**config.mk**
```make
export PLATFORM = sky130hd
export DESIGN_NAME = ioac_hist_ram
export DESIGN_NICKNAME = d
export VERILOG_FILES = /design/src/hw/rtl/ioac_pkg.sv /design/src/hw/rtl/ioac_hist_ram.sv
export SDC_FILE = /design/constraint.sdc
export NUM_CORES = 2
export LEC_CHECK = 0
export ABC_AREA = 1
export BUFFER_PORTS_ARGS = -buffer_cell sky130_fd_sc_hd__clkbuf_2
export CAP_MARGIN = 5
export CORE_MARGIN = 10
export CORE_UTILIZATION = 35
export CTS_CLUSTER_SIZE = 40
export DETAILED_ROUTE_END_ITERATION = 16
export GPL_ROUTABILITY_DRIVEN = 1
export HOLD_SLACK_MARGIN = 0.15
export PLACE_DENSITY = 0.48
export RECOVER_POWER = 25
export SKIP_LAST_GASP = 1
export SYNTH_ARGS = -nofsm -noshare
export SYNTH_HDL_FRONTEND = slang
export SYNTH_SLANG_ARGS = --single-unit
```
**constraint.sdc**
```tcl
create_clock -name clock -period 2.7 [get_ports clock]
set_input_delay 0.27 -clock clock [delete_from_list [all_inputs] [get_ports clock]]
set_output_delay 0.27 -clock clock [all_outputs]
set_load 0.005 [all_outputs]
```
**src/hw/rtl/ioac_pkg.sv**
```systemverilog
// ----------------------------------------------------------------------------
// ioac_pkg
// Shared constants, codes, command structs and helpers of the address cache.
// ----------------------------------------------------------------------------
package ioac_pkg;

   localparam int DEPTH      = 32;
   localparam int HBINS      = 32;
   localparam int LIM_CAP    = (DEPTH < HBINS) ? DEPTH : HBINS;
   localparam int SLOT_AW    = $clog2(DEPTH);
   localparam int TAG_AW     = SLOT_AW + 1;
   localparam int TAG_N      = 2 * DEPTH;
   localparam int TAG_W      = 128;
   localparam int BIN_AW     = $clog2(HBINS);
   localparam int HIST_AW    = BIN_AW + 1;
   localparam int HIST_N     = 2 * HBINS;
   localparam int CNT_W      = 6;
   localparam int STAT_W     = 32;
   localparam int CSR_IDX_W  = 2;
   localparam int CSR_DATA_W = 6;

   localparam logic [CNT_W-1:0] LIMIT_RESET = 6'd20;

   localparam logic [2:0] ST_IGNORED  = 3'd0;
   localparam logic [2:0] ST_HIT      = 3'd1;
   localparam logic [2:0] ST_MISS_INS = 3'd2;
   localparam logic [2:0] ST_MISS_UNC = 3'd3;
   localparam logic [2:0] ST_STATS    = 3'd4;

   localparam logic REQ_LOOKUP = 1'b0;
   localparam logic REQ_STATS  = 1'b1;

   localparam logic [CSR_IDX_W-1:0] CSR_MODULE_EN   = 2'd0;
   localparam logic [CSR_IDX_W-1:0] CSR_CACHE_EN    = 2'd1;
   localparam logic [CSR_IDX_W-1:0] CSR_ENTRY_LIMIT = 2'd2;

   typedef struct packed {
      logic              we;
      logic [TAG_AW-1:0] waddr;
      logic [TAG_AW-1:0] raddr;
      logic              v4;
   } tag_cmd_type;

   typedef struct packed {
      logic               we;
      logic [HIST_AW-1:0] addr;
      logic [STAT_W-1:0]  wdata;
   } hist_cmd_type;

   function automatic logic [STAT_W-1:0] sat_inc(input logic [STAT_W-1:0] v);
      return (v == '1) ? v : v + 1'b1;
   endfunction

endpackage

```
**src/hw/rtl/ioac_hist_ram.sv**
```systemverilog
// ----------------------------------------------------------------------------
// ioac_hist_ram
// Hit distance histogram memory; entries read as zero until first written.
// ----------------------------------------------------------------------------
module ioac_hist_ram (
   input  logic                        clock,
   input  logic                        reset,
   input  ioac_pkg::hist_cmd_type      cmd,
   output logic [ioac_pkg::STAT_W-1:0] rdata
);
   import ioac_pkg::*;

   logic [STAT_W-1:0] mem [0:HIST_N-1];
   logic [STAT_W-1:0] data_ff;
   logic [HIST_N-1:0] vld_ff;
   logic [HIST_N-1:0] vld_in;
   logic              rd_vld_ff;

   always_ff @(posedge clock) begin
      if (cmd.we) begin
         mem[cmd.addr] <= cmd.wdata;
      end
      data_ff <= mem[cmd.addr];
   end

   always_comb begin
      vld_in = vld_ff;
      if (cmd.we) begin
         vld_in[cmd.addr] = 1'b1;
      end
   end

   always_ff @(posedge clock) begin
      if (reset) begin
         vld_ff    <= '0;
         rd_vld_ff <= 1'b0;
      end else begin
         vld_ff    <= vld_in;
         rd_vld_ff <= vld_ff[cmd.addr];
      end
   end

   assign rdata = rd_vld_ff ? data_ff : '0;

endmodule

```
# == After elaboration in Yosys (flattened, before gate mapping) ==
# Memory sizes are Yosys's and may differ from the RTL's. A register that Yosys moved wholly into a read port is not among the register bits.
# Index checks and enable logic that the tools add are counted.
# op_classes
muxes,7
bitwise_logic,1
reduce_logical,1
n_lt_le_gt_ge,2
# op_table
op,count
$or A64 B64 Y64,1
$mux W32,1
$lt A6 B7 Y1 const B,1
$bmux W1 S6,1
$demux W1 S6,1
$ge A6 B1 Y1 const B,1
$mux W1,4
$logic_and A1 B1 Y1,1
# totals
ramBits,2048
mem_count,1
word_cells,14
out_inout_bits,32
register_bits,65
# memory_table
memory,words,width,read_ports,rd_clocked_by_memory_dff,write_ports,line_no,source
mem,64,32,1,1,1,ioac_hist_ram.sv:13,logic [STAT_W-1:0] mem [0:HIST_N-1];

# == Depth between registers and ports, before layout ==
# depth
word_depth,5
ltp_mapped,14

# == Least setup slack after synthesis ==
# OpenSTA, ideal clock, no wires.
# synth_path
path_type,input -> register
from,in cmd[32] (netlist name)
to,mem mem[0][0] (enable)
required_time_ns,2.277
setup_time_ns,0.423
stages,8
arrival_time_ns,2.498
path_slack_ns,-0.221
cell_sequence,buf_2 > buf_2 > buf_2 > nor2_1 > inv_1 > nor2_1 > inv_1 > nor2_1
# synth_rtl
item,line_no,source
start: declaration,ioac_hist_ram.sv:8,"input ioac_pkg::hist_cmd_type cmd,"
end: declaration,ioac_hist_ram.sv:13,
# Straight into the memory's write port.

# == Worst setup path in the final report ==
# layout_path
from,reg rd_vld_ff
to,out rdata[20] (netlist name)
# layout_via
elab_chain_cells,1
# layout_rtl
item,line_no,source
start: declaration,ioac_hist_ram.sv:17,logic rd_vld_ff;
start signal: assignment,ioac_hist_ram.sv:39,rd_vld_ff <= vld_ff[cmd.addr];
$mux W32,ioac_hist_ram.sv:43,assign rdata = rd_vld_ff ? data_ff : '0;
end: declaration,ioac_hist_ram.sv:9,output logic [ioac_pkg::STAT_W-1:0] rdata
# No other way between the ends.

==> impl_metrics.yaml <==
status:
  status: "finished, violations left"
  violations: "max-capacitance violations, max-slew violations"
synth:
  synthFlopType: "edfxtp_1"
  synth_adder_area_share: 0
  avgSynthCellArea_um2: 11.0
  postSynth.asyncResetShare: 0
  synthCells: 7848
  synth_top_family_by_area: "simple AND/OR/NAND/NOR gates"
  yosys.area_share.simple: 0.180
  yosys-top-cells-area: "edfxtp_1 71%, nand2_1 16%, a21oi_1 3.9%"
  syn_nets: 7889
  synth-compound-area-share: 0.0605
  netlist_top_cells_count: "3,730 x nand2_1, 2,048 x edfxtp_1, 671 x a21oi_1, 320 x o21ai_0, 306 x nor2_1"
  ys_seq_elements: 2145
  synth_xor_xnor_area_share: 0
  yosysWarnings: 0
  syn_area_um2: 86700
  synth_top_cell_by_area: "edfxtp_1"
  synth_top_area_share: 0.710
  synthMuxAreaShare: 0
  ys_seq_area_frac: 0.732
  synth_most_common_cell: "nand2_1"
  synth_enable_flop_cells: 2048
  ys_types: 25
placement:
  dp_hpwl_um: 170000
  globalplace.congestion: 0.810
  io_buffers: 72
  post-place-ws_ps: -35.3
final_layout:
  drive_above_1_share: 0.0992
  fin_nets: 8167
  multiInputGateArea_um2: 21300
  regArea_um2: 63400
  syn2layout_area_growth_pct: 17.7
  fillerInstances: 23200
timing:
  setup_viol: 0
  setup_ws_ps: 259
  rsz0062_at_grt: "no"
  fmax_ghz: 0.410
  min_period_ps: 2440
  final_max_slew_viol_count: 652
  hold_ws_ps: 209
  max_slew_margin: -0.646
  finalCritPeriodShare: 0.904
  tightest_slew_ps: 2470
  hold_viol: 0
  finClkSkew_ps: 86.1
  tns_ps: 0
worst_setup_path:
  cp.required_ps: 2430
  worst-r2r-cell-count: 8
  path_class: "reg2out"
  crit_end: "rdata[20]"
  crit_path_max_fanout: 23
  crit_path_end_kind: "output pin"
  r2r-start: "mem[33][24]$_DFFE_PP_"
  regToRegEndpoint: "data_ff[24]$_DFF_P_"
  cp.arrival_ps: 2170
  crit_path_start_kind: "flop"
  r2r_slack_ps: 670
  startpoint: "rd_vld_ff$_SDFF_PP0_"
route:
  wl_per_cell_um: 24.9
  dr.pass1.iters: 5
  antenna_left: 0
  vias: 58600
  via_per_inst: 5.03
  routed_wl_um: 290000
  first_iter_violations: 5126
  route.detailed.drc: 0
global_routing:
  grt_max_degree: 110
  grt_pass1_vias: 56400
  overflow: 0
  grt_use_total: 0.209
  grt_pass1_wl_um: 415000
  grt_antenna_before_repair: 15
floorplan:
  die_height_um: 518
  ios: 73
  coreArea_um2: 246000
  die_w_um: 518
  dieArea_um2: 268000
  num_rows: 182
  start_util: 0.352
clock_tree:
  root_buffer: "clkbuf_16"
  htree_levels: 4
  cts_tree: "done"
  clock_path_buffers: 3
  clkTransAtPathRegs_ps: 60
  cts_resized: 0
  cts_buffers: 225
  cts.sinks: 2145
  clock_latency_ps: 910
job:
  cap_violations: 16
min_path:
  hp-class: "in2reg"
  min_from: "cmd[38]"
pwr:
  power_density_nw_per_um2: 703
  p_leak_nw: 38.2
  ir_drop_mv: 0.823
worst min-delay path by stage:
stage	to	slack (ps)	depth (start not counted)
after global routing	mem[58][4]$_DFFE_PP_	210	5
after detailed placement	vld_ff[60]$_SDFFE_PP0P_	450	2
after global placement	vld_ff[60]$_SDFFE_PP0P_	440	2
after floorplan	mem[0][0]$_DFFE_PP_	370	0
after CTS	mem[59][4]$_DFFE_PP_	160	5
final	mem[58][4]$_DFFE_PP_	210	5
placed cells by master, fill, tap and decap left out, drive strengths merged:
cell         netlist  routed
or2                7       7
dfxtp             97      97
nand2           3732    3732
dlygate4sd3        0      28
edfxtp          2048    2048
clkinv             0      88
nor3              10      10
o21ai            371     371
o22ai              2       2
o211ai             2       2
diode              0       2
nor2             314     314
a21oi            671     671
clkbuf           174     399
buf              258     365
clkinvlp           0       4
nand3             39      39
inv              123     130
bufinv             0      13
what timing repair did:
item,in CTS,in global routing
setup buffers,0,0
hold buffers,28,0
hold endpoints to repair,1124,0
cell type report:
| cell class | count | area share |
|---|---|---|
| Antenna cell | 2 | 0.0000491 |
| Clock buffer | 309 | 0.0600 |
| Sequential cell | 2145 | 0.622 |
| Inverter | 123 | 0.00482 |
| Multi-Input combinational cell | 5148 | 0.209 |
| Clock inverter | 112 | 0.0106 |
| Tap cell | 3312 | 0.0406 |
| Timing Repair Buffer | 483 | 0.0531 |
stage by stage:
| stage | utilization | instance area [um^2] | power (mW) | instances |
|---|---|---|---|---|
| 3_5_place_dp | 0.385 | 94700 | 41.9 | 11200 |
| 6_report | 0.414 | 102000 | 71.7 | 11600 |
| 3_3_place_gp | 0.385 | 94700 | 41.9 | 11200 |
| 2_1_floorplan | - | 86800 | 39.6 | 7848 |
| 5_1_grt | 0.414 | 102000 | 73.9 | 11600 |
| 4_1_cts | 0.415 | 102000 | 72.3 | 11600 |
cell families (layout without fill, tap and decap cells):
family	Yosys count	count (layout)
AND/OR/NAND/NOR	4102	4102
flip-flops	2145	2145
AO/OA/AOI/OAI	1046	1046
buffers and inverters	555	1027
other	0	2
layer usage:
| layer | GRT usage | part of all wire | routed length, um | up-vias |
|---|---|---|---|---|
| met5 | 0 | 0.000048 | 14 | - |
| met4 | 0.0612 | 0.030 | 8660 | 2 |
| met3 | 0.0265 | 0.053 | 15400 | 383 |
| met2 | 0.343 | 0.47 | 137000 | 1806 |
| met1 | 0.291 | 0.44 | 129000 | 29300 |
| li1 | - | - | - | 27000 |
critical path: stages, from the launching register on:
cell      delay, ps
dfxtp_2         570
buf_12          270
nand2_1         190
inv_1           110
clkbuf_2        120
power breakdown:
group | internal, mW | switching (mW)
sequential | 36.7 | 0.151
clock | 17.1 | 13.4
combinational | 1.10 | 3.25
total | 55.0 | 16.7
registers in the layout, indices dropped and copies added (netlist names):
signal	cells
mem	2048
rd_vld_ff	1
vld_ff	64
data_ff	32
Power figures use the tool's default switching activity.
